--- config.mk ---
export PLATFORM = sky130hd
export DESIGN_NAME = tachometer_rpm_from_capture_core
export DESIGN_NICKNAME = d
export VERILOG_FILES = /design/src/sv/tach_pkg.sv /design/src/sv/tach_div.sv /design/src/sv/tachometer_rpm_from_capture_core.sv
export SDC_FILE = /design/constraint.sdc
export NUM_CORES = 1
export LEC_CHECK = 0
export BUFFER_PORTS_ARGS = -buffer_cell sky130_fd_sc_hd__buf_2
export CORE_ASPECT_RATIO = 0.8
export CORE_UTILIZATION = 40
export CTS_BUF_LIST = sky130_fd_sc_hd__clkbuf_8
export CTS_CLUSTER_SIZE = 25
export DETAILED_ROUTE_END_ITERATION = 16
export GPL_ROUTABILITY_DRIVEN = 0
export SYNTH_ARGS = -nofsm -noshare
export SYNTH_HDL_FRONTEND = slang
export SYNTH_HIERARCHICAL = 1
export SYNTH_SLANG_ARGS = --single-unit
--- constraint.sdc ---
create_clock -name clk -period 12.4 [get_ports clk]
set_input_delay 0.62 -clock clk [delete_from_list [all_inputs] [get_ports clk]]
set_output_delay 0.62 -clock clk [all_outputs]
set_load 0.03 [all_outputs]
--- src/sv/tach_pkg.sv ---
`default_nettype none
// ----------------------------------------------------------------------------
// tach_pkg
// Shared types and constants of the capture tachometer: word codes, state
// encoding, field widths and the reset value of the dividend register.
// ----------------------------------------------------------------------------
package tach_pkg;

    // default configuration of the averaging ring and the timer
    localparam int AVG_LOG2_DEF   = 2;
    localparam int TIMER_BITS_DEF = 16;

    // fixed field widths
    localparam int FIELD_W    = 16;
    localparam int DIVIDEND_W = 32;

    // saturation and stall limits
    localparam logic [FIELD_W-1:0] FIELD_MAX   = 16'hFFFF;
    localparam logic [1:0]         STALL_LIMIT = 2'd2;

    // reset value of the dividend register
    localparam logic [DIVIDEND_W-1:0] RPM_DIVIDEND_RESET = 32'd1600000;

    // input word codes
    typedef enum logic
    {
        CMD_CAPTURE  = 1'b0,
        CMD_OVERFLOW = 1'b1
    } tach_cmd_t;

    // sequencer states of the core
    typedef enum logic [2:0]
    {
        ST_IDLE,
        ST_UPDATE,
        ST_START,
        ST_DIVIDE,
        ST_DONE
    } tach_state_t;

endpackage
`default_nettype wire

--- src/sv/tach_div.sv ---
`default_nettype none
// ----------------------------------------------------------------------------
// tach_div
// Bit-serial restoring divider: one quotient bit per cycle, 32 quotient bits per
// division. The quotient is saturated to 16 bits on the fly with a sticky
// overflow flag, so only the low 16 quotient bits are kept.
// ----------------------------------------------------------------------------
module tach_div #(
    parameter int DIVISOR_W = tach_pkg::TIMER_BITS_DEF
) (
    input  wire logic                            clk,
    input  wire logic                            rst_n,
    input  wire logic                            start,
    input  wire logic [tach_pkg::DIVIDEND_W-1:0] dividend,
    input  wire logic [DIVISOR_W-1:0]            divisor,
    output logic                                 done,
    output logic [tach_pkg::FIELD_W-1:0]         quotient
);

    localparam int CNT_W = $clog2(tach_pkg::DIVIDEND_W);

    logic                            busy_reg;
    logic                            done_reg;
    logic [CNT_W-1:0]                cnt_reg;
    logic [tach_pkg::DIVIDEND_W-1:0] num_reg;
    logic [DIVISOR_W-1:0]            den_reg;
    logic [DIVISOR_W-1:0]            rem_reg;
    logic [tach_pkg::FIELD_W-1:0]    q_reg;
    logic                            ovf_reg;

    logic [DIVISOR_W:0]              trial;
    logic [DIVISOR_W:0]              diff;
    logic                            fits;

    // one trial subtraction per cycle
    always_comb
    begin
        trial = {rem_reg, num_reg[tach_pkg::DIVIDEND_W-1]};
        diff  = trial - {1'b0, den_reg};
        fits  = (trial >= {1'b0, den_reg});
    end

    // control: busy flag, step counter, done pulse
    always_ff @(posedge clk or negedge rst_n)
    begin
        if (!rst_n)
        begin
            busy_reg <= 1'b0;
            done_reg <= 1'b0;
            cnt_reg  <= '0;
        end
        else
        begin
            done_reg <= 1'b0;
            if (start)
            begin
                busy_reg <= 1'b1;
                cnt_reg  <= CNT_W'(tach_pkg::DIVIDEND_W - 1);
            end
            else if (busy_reg)
            begin
                cnt_reg <= cnt_reg - 1'b1;
                if (cnt_reg == '0)
                begin
                    busy_reg <= 1'b0;
                    done_reg <= 1'b1;
                end
            end
        end
    end

    // datapath shift registers
    always_ff @(posedge clk)
    begin
        if (start)
        begin
            num_reg <= dividend;
            den_reg <= divisor;
            rem_reg <= '0;
            q_reg   <= '0;
            ovf_reg <= 1'b0;
        end
        else if (busy_reg)
        begin
            num_reg <= {num_reg[tach_pkg::DIVIDEND_W-2:0], 1'b0};
            rem_reg <= fits ? diff[DIVISOR_W-1:0] : trial[DIVISOR_W-1:0];
            ovf_reg <= ovf_reg | q_reg[tach_pkg::FIELD_W-1];
            q_reg   <= {q_reg[tach_pkg::FIELD_W-2:0], fits};
        end
    end

    assign done     = done_reg;
    assign quotient = ovf_reg ? tach_pkg::FIELD_MAX : q_reg;

endmodule
`default_nettype wire

--- src/sv/tachometer_rpm_from_capture_core.sv ---
`default_nettype none
// ----------------------------------------------------------------------------
// tachometer_rpm_from_capture_core
// Turns timer capture and overflow words into a speed in RPM over a moving
// average of the last 2^AVG_LOG2 capture periods.
// ----------------------------------------------------------------------------
// Every input word (capture or overflow) yields one result word. A word whose
// result needs a division passes ST_UPDATE, ST_START, ST_DIVIDE, where the
// bit-serial divider resolves one of the 32 quotient bits per cycle, and
// ST_DONE; a word that gives rpm 0 (stalled, or zero average period) skips
// ST_DIVIDE. One word is in work at a time; the next word is accepted as soon
// as the previous result sits in the output register, even while that result
// still waits to be taken. The period ring is a memory of 2^AVG_LOG2 entries
// with one valid bit per entry, so it reads as zero after reset with no clearing
// pass. The user writes rpm_dividend (dividend_reg) through cfg_write_en and
// cfg_write_data only while the block is idle; the block does not enforce it.
// ----------------------------------------------------------------------------
module tachometer_rpm_from_capture_core #(
    parameter int AVG_LOG2   = tach_pkg::AVG_LOG2_DEF,
    parameter int TIMER_BITS = tach_pkg::TIMER_BITS_DEF
) (
    input  wire logic                            clk,
    input  wire logic                            rst_n,

    input  wire logic                            cfg_write_en,
    input  wire logic [tach_pkg::DIVIDEND_W-1:0] cfg_write_data,

    input  wire logic                            in_valid,
    output logic                                 in_stall,
    input  wire logic                            command,
    input  wire logic [tach_pkg::FIELD_W-1:0]    capture_time,

    output logic                                 out_valid,
    input  wire logic                            out_stall,
    output logic [tach_pkg::FIELD_W-1:0]         rpm,
    output logic [tach_pkg::FIELD_W-1:0]         average_period,
    output logic                                 stalled
);

    localparam int RING_DEPTH = 1 << AVG_LOG2;
    localparam int RING_AW    = (AVG_LOG2 > 0) ? AVG_LOG2 : 1;
    localparam int TOTAL_W    = TIMER_BITS + AVG_LOG2;
    localparam int MEAN_EXT_W = (TIMER_BITS > tach_pkg::FIELD_W) ? TIMER_BITS
                                                                 : tach_pkg::FIELD_W;

    tach_pkg::tach_state_t state_reg, state_next;

    logic [tach_pkg::DIVIDEND_W-1:0] dividend_reg;
    logic                            cmd_reg;
    logic [TIMER_BITS-1:0]           now_reg;
    logic [TIMER_BITS-1:0]           prev_reg;
    logic [RING_AW-1:0]              pos_reg;
    logic [TOTAL_W-1:0]              total_reg;
    logic [TIMER_BITS-1:0]           mean_reg;
    logic [1:0]                      ovf_cnt_reg;
    logic [tach_pkg::FIELD_W-1:0]    rpm_res_reg;

    logic [TIMER_BITS-1:0]           ring_mem [RING_DEPTH];
    logic [RING_DEPTH-1:0]           ring_vld_reg;
    logic [TIMER_BITS-1:0]           ring_rd_reg;
    logic                            old_vld_reg;

    logic                            out_valid_reg;
    logic [tach_pkg::FIELD_W-1:0]    rpm_reg;
    logic [tach_pkg::FIELD_W-1:0]    avg_reg;
    logic                            stalled_reg;

    logic                            in_accept;
    logic                            out_load;
    logic                            div_start;
    logic                            div_done;
    logic [tach_pkg::FIELD_W-1:0]    div_q;
    logic                            is_stalled;
    logic                            rpm_zero;
    logic [TIMER_BITS-1:0]           old_period;
    logic [TIMER_BITS-1:0]           delta;
    logic [TOTAL_W-1:0]              total_next;
    logic [MEAN_EXT_W-1:0]           mean_ext;
    logic [tach_pkg::FIELD_W-1:0]    avg_sat;

    // ring arithmetic: wrapping period, running sum, mean
    always_comb
    begin
        old_period = old_vld_reg ? ring_rd_reg : '0;
        delta      = now_reg - prev_reg;
        total_next = total_reg - TOTAL_W'(old_period) + TOTAL_W'(delta);
        is_stalled = (ovf_cnt_reg == tach_pkg::STALL_LIMIT);
        rpm_zero   = is_stalled || (mean_reg == '0);
        mean_ext   = MEAN_EXT_W'(mean_reg);
        avg_sat    = (mean_ext > MEAN_EXT_W'(tach_pkg::FIELD_MAX)) ? tach_pkg::FIELD_MAX
                                                                   : mean_ext[tach_pkg::FIELD_W-1:0];
    end

    // sequencer state register
    always_ff @(posedge clk or negedge rst_n)
    begin
        if (!rst_n)
        begin
            state_reg <= tach_pkg::ST_IDLE;
        end
        else
        begin
            state_reg <= state_next;
        end
    end

    // sequencer next state and strobes
    always_comb
    begin
        state_next = state_reg;
        in_stall   = 1'b1;
        in_accept  = 1'b0;
        div_start  = 1'b0;
        out_load   = 1'b0;
        unique case (state_reg)
            tach_pkg::ST_IDLE:
            begin
                in_stall  = 1'b0;
                in_accept = in_valid;
                if (in_valid)
                begin
                    state_next = tach_pkg::ST_UPDATE;
                end
            end
            tach_pkg::ST_UPDATE:
            begin
                state_next = tach_pkg::ST_START;
            end
            tach_pkg::ST_START:
            begin
                if (rpm_zero)
                begin
                    state_next = tach_pkg::ST_DONE;
                end
                else
                begin
                    div_start  = 1'b1;
                    state_next = tach_pkg::ST_DIVIDE;
                end
            end
            tach_pkg::ST_DIVIDE:
            begin
                if (div_done)
                begin
                    state_next = tach_pkg::ST_DONE;
                end
            end
            tach_pkg::ST_DONE:
            begin
                if (!out_valid_reg || !out_stall)
                begin
                    out_load   = 1'b1;
                    state_next = tach_pkg::ST_IDLE;
                end
            end
            default:
            begin
                state_next = tach_pkg::ST_IDLE;
            end
        endcase
    end

    // control state: config register, capture history, ring position, counters
    always_ff @(posedge clk or negedge rst_n)
    begin
        if (!rst_n)
        begin
            dividend_reg <= tach_pkg::RPM_DIVIDEND_RESET;
            prev_reg     <= '0;
            pos_reg      <= '0;
            total_reg    <= '0;
            mean_reg     <= '0;
            ovf_cnt_reg  <= '0;
            ring_vld_reg <= '0;
        end
        else
        begin
            if (cfg_write_en)
            begin
                dividend_reg <= cfg_write_data;
            end
            if (state_reg == tach_pkg::ST_UPDATE)
            begin
                if (cmd_reg == tach_pkg::CMD_CAPTURE)
                begin
                    prev_reg              <= now_reg;
                    total_reg             <= total_next;
                    mean_reg              <= total_next[TOTAL_W-1 -: TIMER_BITS];
                    ovf_cnt_reg           <= '0;
                    ring_vld_reg[pos_reg] <= 1'b1;
                    if (pos_reg == RING_AW'(RING_DEPTH - 1))
                    begin
                        pos_reg <= '0;
                    end
                    else
                    begin
                        pos_reg <= pos_reg + 1'b1;
                    end
                end
                else if (ovf_cnt_reg != tach_pkg::STALL_LIMIT)
                begin
                    ovf_cnt_reg <= ovf_cnt_reg + 1'b1;
                end
            end
        end
    end

    // input word capture and ring read
    always_ff @(posedge clk)
    begin
        if (in_accept)
        begin
            cmd_reg     <= command;
            now_reg     <= TIMER_BITS'(capture_time);
            ring_rd_reg <= ring_mem[pos_reg];
            old_vld_reg <= ring_vld_reg[pos_reg];
        end
    end

    // ring write
    always_ff @(posedge clk)
    begin
        if (state_reg == tach_pkg::ST_UPDATE && cmd_reg == tach_pkg::CMD_CAPTURE)
        begin
            ring_mem[pos_reg] <= delta;
        end
    end

    // result speed: zero or divider output
    always_ff @(posedge clk)
    begin
        if (state_reg == tach_pkg::ST_START && rpm_zero)
        begin
            rpm_res_reg <= '0;
        end
        else if (state_reg == tach_pkg::ST_DIVIDE && div_done)
        begin
            rpm_res_reg <= div_q;
        end
    end

    // output register valid
    always_ff @(posedge clk or negedge rst_n)
    begin
        if (!rst_n)
        begin
            out_valid_reg <= 1'b0;
        end
        else if (out_load)
        begin
            out_valid_reg <= 1'b1;
        end
        else if (!out_stall)
        begin
            out_valid_reg <= 1'b0;
        end
    end

    // output register payload
    always_ff @(posedge clk)
    begin
        if (out_load)
        begin
            rpm_reg     <= rpm_res_reg;
            avg_reg     <= avg_sat;
            stalled_reg <= is_stalled;
        end
    end

    // bit-serial divider
    tach_div #(
        .DIVISOR_W (TIMER_BITS)
    ) u_div (
        .clk      (clk),
        .rst_n    (rst_n),
        .start    (div_start),
        .dividend (dividend_reg),
        .divisor  (mean_reg),
        .done     (div_done),
        .quotient (div_q)
    );

    assign out_valid      = out_valid_reg;
    assign rpm            = rpm_reg;
    assign average_period = avg_reg;
    assign stalled        = stalled_reg;

endmodule
`default_nettype wire

---- Yosys cells after proc, flatten, opt, wreduce, memory -nomap -nowiden ----
Memory sizes are Yosys's and may differ from the RTL's. A register that Yosys moved wholly into a read port is not among the register bits.
Index checks and enable logic that the tools add are counted.
storage, ports and cells
  word-level logic and storage cells ...... 101
  memories ................................ 1
  register bits ........................... 249
  RAM bits ................................ 64
cells by class
  $add $sub $neg .......................... 7
  bitwise gates (word level) .............. 3
  equality and inequality tests ........... 12
  mux-type cells .......................... 35
  $lt $le $gt $ge ......................... 4
  reductions and logical operators ........ 15
memories
  memory    depth  bits a word  rd ports  clocked after memory_dff  write ports  line                                    text
  ring_mem  4      16           1         1                         1            tachometer_rpm_from_capture_core.sv:58  logic [TIMER_BITS-1:0] ring_mem [RING_DEPTH];
operator list
  operator                                               number
  2-to-1 mux 32 bit                                      2
  2-to-1 mux 16 bit                                      3
  subtractor 16 bit                                      2
  adder 18 x 16 -> 18 bit                                1
  2-to-1 mux 1 bit                                       18
  subtractor 18 x 16 -> 18 bit                           1
  greater-or-equal comparator 17 x 16 -> 1 bit           1
  greater-than comparator 16 bit, second input constant  1
  logical NOT 16 bit                                     1
  case mux 3 bit (5 select lines)                        1
  2-to-1 mux 3 bit                                       4
  2-to-1 mux 5 bit                                       2
  equality test 3 x 2 -> 1 bit, second input constant    2
  2-to-1 mux 2 bit                                       3
  != test 2 x 1 -> 1 bit, second input constant          3
  != test 2 bit, second input constant                   3
  logical NOT 5 bit                                      1
  subtractor 5 x 1 -> 5 bit, second input constant       1
  adder 2 x 1 -> 2 bit, second input constant            2
  equality test 2 bit, second input constant             2
  logical AND 1 bit                                      4
  bitwise OR 4 bit                                       1
  AND reduction 2 bit                                    2
  equality test 3 x 1 -> 1 bit, second input constant    1
  other kinds (12)                                       14

---- Longest topological paths before layout ----
Gate-level depths: netlist (run 1).
  depth in word-level cells ............... 5
  mapped depth ............................ 20

---- By module ----
Netlist (run 1), hierarchy kept.
modules (own cells, without submodules)
  module                            instances  area each (um^2)  seq. area each (um^2)  cells an instance
  tachometer_rpm_from_capture_core  1          10332.4           6213.5                 808
  tach_div                          1          4408.0            2277.2                 380

---- Worst setup path before layout (run 1) ----
No wires, ideal clock.
  kind .................................... register to register
  start ................................... reg now_reg[0]
  end ..................................... reg total_reg[15]
  arrival time ............................ 4175 ps
  stages on the path, launching flop included .. 21
  library setup time ...................... 126 ps
  setup slack ............................. 8099 ps
  clock period less this slack ............ 4301 ps
  cells stage by stage .................... edfxtp_1 > inv_1 > ha_1 > inv_1 > fa_1 > a21o_1 > a211oi_2 > a2111oi_2 > a2111oi_2 > o21bai_2 > xnor2_1 > fa_1 > inv_1 > ha_1 > clkbuf_1 > a21o_1 > a21o_1 > a21oi_1 > or3_1 > o211ai_1 > a221o_1
between the ends
  longest elaborated chain between the ends .. 2
RTL lines
  element                  line                                     text
  from (decl)              tachometer_rpm_from_capture_core.sv:50   logic [TIMER_BITS-1:0] now_reg;
  from (signal assigned)   tachometer_rpm_from_capture_core.sv:214  now_reg <= TIMER_BITS'(capture_time);
  subtractor 16 bit        tachometer_rpm_from_capture_core.sv:85   delta = now_reg - prev_reg;
  adder 18 x 16 -> 18 bit  tachometer_rpm_from_capture_core.sv:86   total_next = total_reg - TOTAL_W'(old_period) + TOTAL_W'(delta);
  to (signal assigned)     tachometer_rpm_from_capture_core.sv:187  total_reg <= total_next;
  to (decl)                tachometer_rpm_from_capture_core.sv:53   logic [TOTAL_W-1:0] total_reg;
No other way between the ends.
A chain may end at the register's enable or synchronous reset.

---- Worst setup path after layout (run 1) ----
Ends and elaborated chain as after synthesis.

==> impl_metrics.tcl, run 1 <==
set metrics [dict create \
    hold_class "input pin to flop" \
    drc_errors 0 \
    leakagePower_uw 0.006972 \
    path_class "flop to flop" \
    synth_area_sq_um 14740 \
    final_cell_mix "edfxtp_1 (179), inv_1 (122), nand2_1 (99)" \
    synth_warnings 6 \
    routed_wl_mm 29.14 \
    drv_cap 0 \
    drt-pass1-iter-count 7 \
    muxShareOfSynthArea_pct 9.745 \
    max_slew.worst_pin.slew_ns 1.101 \
    largest_reg_flops 64 \
    clkSinkCount 313 \
    path_cells "inv_1 -> ha_1 -> inv_1 -> fa_1 -> a21o_1 -> a211oi_2 -> a2111oi_2 -> a2111oi_2 -> o21bai_2 -> xnor2_1 -> fa_1 -> inv_1 -> ha_1 -> a21o_1 -> a21o_1 -> a21oi_1 -> or3_1 -> o211ai_1 -> a221o_1" \
    crit_buf_inv 3 \
    period_share_pct 37.19 \
    syn_nets 1317 \
    overflow 0 \
    crit_slowest_cell "fa_1" \
    drive_gt1_share_pct 21.93 \
    row_count 62 \
    grt_pass1_wl_mm 48.27 \
    syn2layout_area_growth_pct 13.88 \
    yosys.area_share.simple_pct 10.02 \
    cts_resized 0 \
    crit_start "now_reg[0]$_DFFE_PP_" \
    finalMaxSlewViolations 0 \
    rr_worst_depth 19 \
    period_minus_slack_ns 4.612 \
    start_util_pct 40.86 \
    routedWlPerCell_microns 16.05 \
    htree_levels 2 \
    die_w_microns 216.6 \
    power_density_nw_per_um2 293.6 \
    max_freq_mhz 216.8 \
    outcome "finished, final reports clean" \
    mostFrequentLayoutCell "edfxtp_1" \
    critPathMaxStageDelay_ns 0.55 \
    grt_pass1_vias 9143 \
    antenna_found_initial 0 \
    dpl_cell_area_sq_um 15690 \
    clk_pin_slew_ns 0.06 \
    rrSetupSlack_ns 7.79 \
    synth.distinct_cells 76 \
    relSlewSlack_pct 26.42 \
    required_ns 12.86 \
    ir_drop_v 0.0001425 \
    setup_tns_ns 0 \
    postLayoutCellArea_sq_um 16790 \
    clock_path_buffers 3 \
    synthTopCellsByArea "edfxtp_1 (36%), dfrtp_1 (13%), dfxtp_1 (6.7%)" \
    num_antenna_cells 0 \
    drt_iter0_drc 456 \
    cts-root-buf "clkbuf_8" \
    power.total_uw 4928 \
    async_reset_ff_share_pct 27.16 \
    multi_input_area_sq_um 5695 \
    dp_hpwl_mm 19.29 \
    grt_max_degree 57 \
    cts_hold_buf 1 \
    worst-path-stages 19 \
    synth_top_family_by_area "simple AND/OR/NAND/NOR gates" \
    min_path_cells 1 \
    die_h_microns 173.7 \
    r2r-end "total_reg[15]$_DFFE_PN0P_" \
    synthAdderAreaFrac_pct 7.283 \
    seq_area_sq_um 8492 \
    cts_setup_buffers 0 \
    grtUsageTotal_pct 16.04 \
    clk_latency_ns 0.58 \
    core_area_sq_um 36070 \
    nets 1422 \
    io_buffers 88 \
    synth_top_area_share_pct 36.47 \
    finClkSkew_ns 0.01470 \
    dieArea_sq_um 37630 \
    seq_area_frac_synth_pct 57.60 \
    num_io_pins 89 \
    endpoint "total_reg[15]$_DFFE_PN0P_" \
    synth_compound_area_share_pct 8.947 \
    grt_setup_unrepaired "no" \
    finalHoldViolCount 0 \
    startpoint_type "flop" \
    cp-end-kind "flop" \
    reg2reg_from "now_reg[0]$_DFFE_PP_" \
    num_vias 8985 \
    synth_area_leader_cell "edfxtp_1" \
    synth-edff-count 179 \
    synthCells 1188 \
    path_delay_family "compound AO/OA/AOI/OAI gates" \
    ant_nets 0 \
    setup_viol 0 \
    synthFlopType "edfxtp_1" \
    crit_fanout 8 \
    cts_tree "built" \
    viasPerCell 4.948 \
    numCtsBuffers 52 \
    synth_xor_area_share_pct 2.436 \
    avgSynthCellArea_sq_um 12.41 \
    yosys_register_bits 313 \
    cp.arrival_ns 5.07 \
    n_fill_cell 3306 \
]
power breakdown:
part	leakage [uW]	switching, uW	internal [uW]	total, uW
Clock	0.000639	416	524	939
Sequential	0.00307	165	1450	1620
Combinational	0.00327	1340	1020	2370
cells by family after synthesis:
logic type                 after synthesis
AOI/OAI and AO/OA                      195
xor gates and xnor gates                41
buffers and inverters                  150
and+or+nand+nor                        300
adders and majority gates               75
muxes                                  114
DFF                                    313
cells in the mapped netlist (3+ instances only):
cell type and number:
o21ai_0 13, or2_2 22, edfxtp_1 179, dfstp_2 6, a211oi_2 3, mux2_1 12, mux2i_1 31, xnor2_1 26
and3_1 10, and2_1 22, nor4b_1 3, o21a_1 9, nor3_1 17, inv_1 103, nor2b_1 7, nand2_1 99
buf_1 5, a21o_1 17, nand4_1 9, o21bai_1 5, xor2_1 15, o31ai_1 3, dfxtp_1 49, or3_1 6
a21oi_1 48, a41oi_1 3, ha_1 57, mux2_2 54, nand2b_1 15, nor2_1 65, a31oi_1 5, a211oi_1 16
fa_1 18, o211ai_1 3, mux4_2 17, o21ai_1 37, dfrtp_1 79, nand3_1 9, clkbuf_1 32, o31a_1 3
nand3b_1 3, buf_2 9
how the worst min path moves through the flow:
stage,startpoint,endpoint
3_5_place_dp,rpm_res_reg[1]$_SDFFE_PP0P_,rpm[1]$_DFFE_PP_
6_report,capture_time[11],now_reg[11]$_DFFE_PP_
2_1_floorplan,rst_n,dividend_reg[0]$_DFFE_PN0P_
3_3_place_gp,rpm_res_reg[13]$_SDFFE_PP0P_,rpm[13]$_DFFE_PP_
4_1_cts,capture_time[11],now_reg[11]$_DFFE_PP_
5_1_grt,capture_time[11],now_reg[11]$_DFFE_PP_
metal layers:
layer	part of all wire (%)	GRT usage, %
met5	0	0
met4	2.0	4.665
met3	3.6	3.175
met2	44	24.43
met1	50	23.16
final cells by class:
type                            count  share of cell area (%)
Clock buffer                       63                   5.165
Clock inverter                     34                   1.334
Inverter                          103                   2.303
Multi-Input combinational cell    725                   33.93
Sequential cell                   313                   50.59
Tap cell                          480                   3.578
Timing Repair Buffer               98                   3.101
per-stage QoR:
stage / worst slack, ns / utilization [%] / instances / hold WS [ns]
final: 7.788 / 46.53 / 1816 / 0.2122
after global placement: 7.841 / 43.48 / 1718 / 0.4139
after global routing: 7.442 / 46.53 / 1816 / 0.1768
after detailed placement: 7.795 / 43.48 / 1718 / 0.4130
after CTS: 7.761 / 46.53 / 1816 / 0.1724
after floorplan: 8.099 / - / 1188 / 0.3244
Power figures use the tool's default switching activity.
==> run 2: changes to the inputs <==
==> constraint.sdc (replaced) <==
create_clock -name clk -period 4.24 [get_ports clk]
set_input_delay 0.212 -clock clk [delete_from_list [all_inputs] [get_ports clk]]
set_output_delay 0.212 -clock clk [all_outputs]
set_load 0.03 [all_outputs]
==> run 2 against run 1 <==
- total power rose to 3.1 times the previous value
- worst setup slack worse by 7.7 ns
- critical path type unchanged
- non-clock buffer count is 74 higher
- largest cell class unchanged
==> impl_metrics.tcl, run 2 (synthesized netlist as in run 1, its figures left out) <==
set metrics [dict create \
    max_slew.worst_pin.slew_ns 1.185 \
    switching_share_pct 39.52 \
    row_count 62 \
    ir_drop_v 0.0005552 \
    start_util_pct 40.86 \
    routedWlPerCell_microns 16.09 \
    clkSinkCount 313 \
    period_minus_slack_ns 4.115 \
    grt_max_degree 90 \
    grt_pass1_vias 9527 \
    drt_iter0_drc 515 \
    viasPerCell 4.917 \
    num_antenna_cells 0 \
    htree_levels 2 \
    hold_class "input pin to asynchronous set/reset pin" \
    io_buffers 88 \
    drt-pass1-iter-count 5 \
    rrSetupSlack_ns 0.13 \
    dpl_worst_slack_ns -0.08118 \
    core_area_sq_um 36070 \
    dieArea_sq_um 37630 \
    mostFrequentLayoutCell "edfxtp_1" \
    leakagePower_uw 0.007282 \
    seqPwrFrac_pct 30.7 \
    r2r-end "total_reg[17]$_DFFE_PN0P_" \
    syn2layout_area_growth_pct 19.73 \
    dp_hpwl_mm 19.72 \
    routed_wl_mm 30.39 \
    clk_pin_slew_ns 0.06 \
    drive_gt1_share_pct 24.49 \
    drc_errors 0 \
    num_io_pins 89 \
    holdWs_ns 0.1962 \
    antenna_found_initial 0 \
    die_w_microns 216.6 \
    setup_viol 0 \
    cts_tree "built" \
    period_share_pct 97.05 \
    reg2reg_from "now_reg[0]$_DFFE_PP_" \
    internal_power_uw 9301 \
    required_ns 4.67 \
    final_cell_mix "edfxtp_1 (179), inv_1 (124), nand2_1 (98)" \
    grt_pass1_wl_mm 49.74 \
    startpoint_type "flop" \
    path_class "flop to flop" \
    drv_cap 0 \
    power_frac_clock_pct 15.5 \
    num_vias 9288 \
    finalHoldViolCount 0 \
    cts-root-buf "clkbuf_8" \
    relSlewSlack_pct 20.79 \
    outcome "finished, final reports clean" \
    die_h_microns 173.7 \
    grtUsageTotal_pct 16.53 \
    grt_setup_unrepaired "yes" \
    clk_latency_ns 0.60 \
    postLayoutCellArea_sq_um 17650 \
    power_density_nw_per_um2 871.4 \
    finClkSkew_ns 0.02623 \
    rr_worst_depth 20 \
    clock_path_buffers 3 \
    numCtsBuffers 51 \
    finalMaxSlewViolations 0 \
    p_comb_share_pct 53.8 \
    crit_fanout 5 \
    cp-end-kind "flop" \
    worst_slack_ns 0.1252 \
    dpl_cell_area_sq_um 15780 \
    nets 1495 \
    overflow 0 \
    ant_nets 0 \
    max_freq_mhz 243.0 \
    cp.arrival_ns 4.54 \
    p_sw_uw 6077 \
    largest_reg_flops 64 \
]
-- run 2: cell types whose count changed in the layout (fill, tap and decap cells not counted), sizes merged --
cell         previous run  this run
clkbuf                 63        54
clkinv                 11        14
bufinv                  3         0
clkinvlp                0         1
dlygate4sd3             1        52
buf                    97       120
inv                   123       130
-- run 2: layout make-up --
class                           instances  area (sq um)
Fill cell                            3218         18420
Sequential cell                       313          8492
Multi-Input combinational cell        725          6013
Timing Repair Buffer                  172          1227
Clock buffer                           54         743.2
Tap cell                              480         600.6
Inverter                              103         386.6
Clock inverter                         42         185.2
-- run 2: worst max-delay path by stage --
| stage | end | cells past startpoint | startpoint | slack (ns) |
|---|---|---|---|---|
| finish | total_reg[17]$_DFFE_PN0P_ | 20 | now_reg[0]$_DFFE_PP_ | 0.13 |
| floorplan | total_reg[15]$_DFFE_PN0P_ | 20 | now_reg[0]$_DFFE_PP_ | 0.06 |
| global route | total_reg[17]$_DFFE_PN0P_ | 20 | now_reg[0]$_DFFE_PP_ | -0.15 |
| global placement | total_reg[15]$_DFFE_PN0P_ | 19 | now_reg[0]$_DFFE_PP_ | -0.06 |
| detailed placement | total_reg[15]$_DFFE_PN0P_ | 19 | now_reg[0]$_DFFE_PP_ | -0.08 |
| CTS | total_reg[17]$_DFFE_PN0P_ | 16 | now_reg[4]$_DFFE_PP_ | 0.002 |
-- run 2: critical path, cell delays in order, from the launching register on --
cell and delay (ns):
edfxtp_1 0.38, inv_2 0.09, ha_4 0.14, inv_2 0.03, fa_2 0.33, a21o_1 0.20
a211oi_4 0.31, a2111oi_4 0.15, buf_4 0.17, buf_6 0.10, a41o_1 0.27, xnor2_2 0.14
fa_1 0.50, inv_2 0.05, ha_4 0.29, nand4_1 0.19, nor3_2 0.20, nand3b_1 0.11
nand3_2 0.10, xor2_1 0.13, o21ai_1 0.07
-- run 2: power groups by stage --
stage                     logic (uW)  clock network [uW]  registers, uW
final                           8280                2380           4710
after global routing            9180                2610           4820
after CTS                       7490                2480           4730
after detailed placement        7130                   0           4780
after global placement          6980                   0           4770
after floorplan                 5650                   0           4560
-- run 2: repair_timing --
item | in CTS | in global routing
endpoints found under the setup margin | 3 | 7
buffers inserted | 6 | 6
hold endpoints to repair | 99 | 0
hold buffers | 52 | 0
pin swaps | 11 | 27
gates resized for setup | 19 | 38
-- run 2: metrics by stage --
stage | cells | total power, uW | TNS (ns) | utilization, %
6_report | 1889 | 15380 | 0 | 48.92
5_1_grt | 1889 | 16610 | -0.3218 | 48.92
4_1_cts | 1883 | 14690 | 0 | 48.25
3_5_place_dp | 1729 | 11910 | -0.1060 | 43.75
3_3_place_gp | 1729 | 11750 | -0.07009 | 43.75
2_1_floorplan | 1188 | 10210 | 0 | -
-- run 2: per-layer routing --
metal	share of wire [%]	vias to the layer above	GRT usage (%)
li1	-	4599	-
met2	45	141	25.52
met3	3.3	50	2.860
met1	49	4498	23.66
met5	0	-	0
met4	2.2	0	5.252
==> run 3: changes to the inputs <==
--- a/config.mk
+++ b/config.mk
@@ -5,6 +5,7 @@
 export SDC_FILE = /design/constraint.sdc
 export NUM_CORES = 1
 export LEC_CHECK = 0
+export ABC_AREA = 1
 export BUFFER_PORTS_ARGS = -buffer_cell sky130_fd_sc_hd__buf_2
 export CORE_ASPECT_RATIO = 0.8
 export CORE_UTILIZATION = 40
==> run 3 against run 2 <==
- first-iteration DRC count increased by 39%
- via count up 17%
- clock skew rose by 0.0056 ns
- synthesized area is 2.7% higher
- flip-flop and latch count unchanged
- die area up 2.6%
==> impl_metrics.tcl, run 3 <==
set metrics [dict create \
    drv_cap 0 \
    setup_tns_ns 0 \
    clk_latency_ns 0.58 \
    grt_max_degree 56 \
    hold_class "input pin to flop" \
    setup_viol 0 \
    path_cells "inv_1 -> ha_1 -> inv_1 -> fa_1 -> nand3_1 -> and2_1 -> o21ai_2 -> a21oi_2 -> xor2_1 -> fa_1 -> inv_1 -> ha_1 -> nand2_1 -> inv_1 -> a21oi_1 -> nor2_1 -> nor2_1 -> nand2_1 -> nand2_1 -> nand3_1 -> nand2_1" \
    synth_area_leader_cell "edfxtp_1" \
    finClkSkew_ns 0.03182 \
    clock_path_buffers 3 \
    synth_top_area_share_pct 35.52 \
    grt_pass1_vias 10770 \
    synthCells 1599 \
    n_fill_cell 3480 \
    drc_errors 0 \
    syn_nets 1728 \
    numCtsBuffers 48 \
    yosys-top-cells-count "nand2_1 (471), inv_1 (230), edfxtp_1 (179), nor2_1 (88)" \
    clk_pin_slew_ns 0.06 \
    start_util_pct 40.76 \
    syn2layout_area_growth_pct 15.58 \
    drive_gt1_share_pct 12.87 \
    yosysMostFrequentCell "nand2_1" \
    required_ns 4.74 \
    cts_resized 0 \
    synth_warnings 6 \
    finalMaxSlewViolations 0 \
    antenna_found_initial 0 \
    yosys_register_bits 313 \
    dp_hpwl_mm 22.49 \
    clkSinkCount 313 \
    cts_hold_buf 51 \
    routed_wl_mm 33.22 \
    routedWlPerCell_microns 14.56 \
    grt_pass1_wl_mm 54.82 \
    max_freq_mhz 271.6 \
    relSlewSlack_pct 26.21 \
    cp-end-kind "flop" \
    async_reset_ff_share_pct 27.16 \
    outcome "finished, final reports clean" \
    final_cell_mix "nand2_1 (471), inv_1 (252), edfxtp_1 (179)" \
    crit_fanout 4 \
    cts_tree "built" \
    die_w_microns 219.5 \
    drt_iter0_drc 717 \
    crit_buf_inv 4 \
    row_count 63 \
    core_area_sq_um 37130 \
    synth.distinct_cells 49 \
    path_class "flop to flop" \
    htree_levels 2 \
    synthTopCellsByArea "edfxtp_1 (36%), dfrtp_1 (13%), nand2_1 (12%)" \
    period_minus_slack_ns 3.681 \
    ant_nets 0 \
    largest_reg_flops 64 \
    avgSynthCellArea_sq_um 9.465 \
    num_io_pins 89 \
    nets 1885 \
    io_buffers 88 \
    die_h_microns 176.0 \
    num_antenna_cells 0 \
    cp.arrival_ns 4.18 \
    synth-edff-count 179 \
    seq_area_frac_synth_pct 56.10 \
    crit_slowest_cell "fa_1" \
    critPathMaxStageDelay_ns 0.46 \
    mostFrequentLayoutCell "nand2_1" \
    drt-pass1-iter-count 5 \
    num_vias 10840 \
    viasPerCell 4.748 \
    path_delay_family "adder cells" \
    max_slew.worst_pin.slew_ns 1.104 \
    finalHoldViolCount 0 \
    cts-root-buf "clkbuf_8" \
    synth_area_sq_um 15130 \
    grtUsageTotal_pct 17.84 \
    grt_setup_unrepaired "no" \
    synthFlopType "edfxtp_1" \
    period_share_pct 86.83 \
    cts_setup_buffers 0 \
    overflow 0 \
    startpoint_type "flop" \
    dieArea_sq_um 38620 \
]
[run 3: final timing paths]
path	startpoint	end	slack [ns]	depth (start not counted)
max	now_reg[0]$_DFFE_PP_	total_reg[14]$_DFFE_PN0P_	0.56	21
min	in_valid	state_reg[0]$_DFFE_PN0P_	0.05	3
max reg2reg	now_reg[0]$_DFFE_PP_	total_reg[14]$_DFFE_PN0P_	0.56	21
min reg2reg	rpm_res_reg[8]$_SDFFE_PP0P_	rpm[8]$_DFFE_PP_	0.44	0
max in group asynchronous	rst_n	ring_vld_reg[3]$_DFFE_PN0P_	2.91	3
min in group asynchronous	rst_n	u_div/cnt_reg[3]$_DFFE_PN0P_	0.25	2
[run 3: area by class of cell]
| class | instances | area (sq um) | area share, % |
|---|---|---|---|
| Timing Repair Buffer | 149 | 1028 | 5.880 |
| Sequential cell | 313 | 8491 | 48.54 |
| Tap cell | 487 | 609.3 | 3.484 |
| Multi-Input combinational cell | 1006 | 5564 | 31.81 |
| Clock buffer | 53 | 729.5 | 4.170 |
| Clock inverter | 36 | 176.4 | 1.009 |
| Inverter | 238 | 893.4 | 5.107 |
[run 3: per-stage QoR]
stage	setup slack, ns	utilization (%)	cell area, sq um	std cells	hold WS, ns
after floorplan	0.9382	-	15130	1599	-0.08359
after global placement	0.6520	43.30	16080	2142	0.3106
after detailed placement	0.5752	43.30	16080	2142	0.3204
after CTS	0.5565	47.11	17490	2282	0.002906
after global routing	0.2378	47.11	17490	2282	0.05434
final	0.5586	47.11	17490	2282	0.04819
[run 3: per-layer routing]
layer	global-route usage, %	vias to the layer above	wire length [microns]
met4	4.601	0	528
met5	0	-	0
met2	27.41	187	14460
met1	26.26	5091	16870
met3	2.756	41	1353
li1	-	5516	-
[run 3: worst reg2reg max path, delay by kind of cell, from the launching register on]
kind                     cells  cell delay (ns)
adder cells (fa/ha/maj)      4             1.29
AND/OR/NAND/NOR              9             0.85
AO/OA/AOI/OAI                3             0.51
flip-flops                   1             0.35
XOR/XNOR                     1             0.35
buffers and inverters        4             0.27
[run 3: cell families after synthesis]
kind of cell	after synthesis	synth area share [%]
muxes	32	2.381
AOI/OAI and AO/OA	173	6.308
xor gates and xnor gates	24	1.389
adders and majority gates	75	7.093
and+or+nand+nor	702	19.48
DFF	313	56.10
buffers and inverters	280	7.250
Power of run 3 is left out: the tool's default activity adds up to more than one toggle a clock period on the data nets, which glitch-free logic cannot reach.
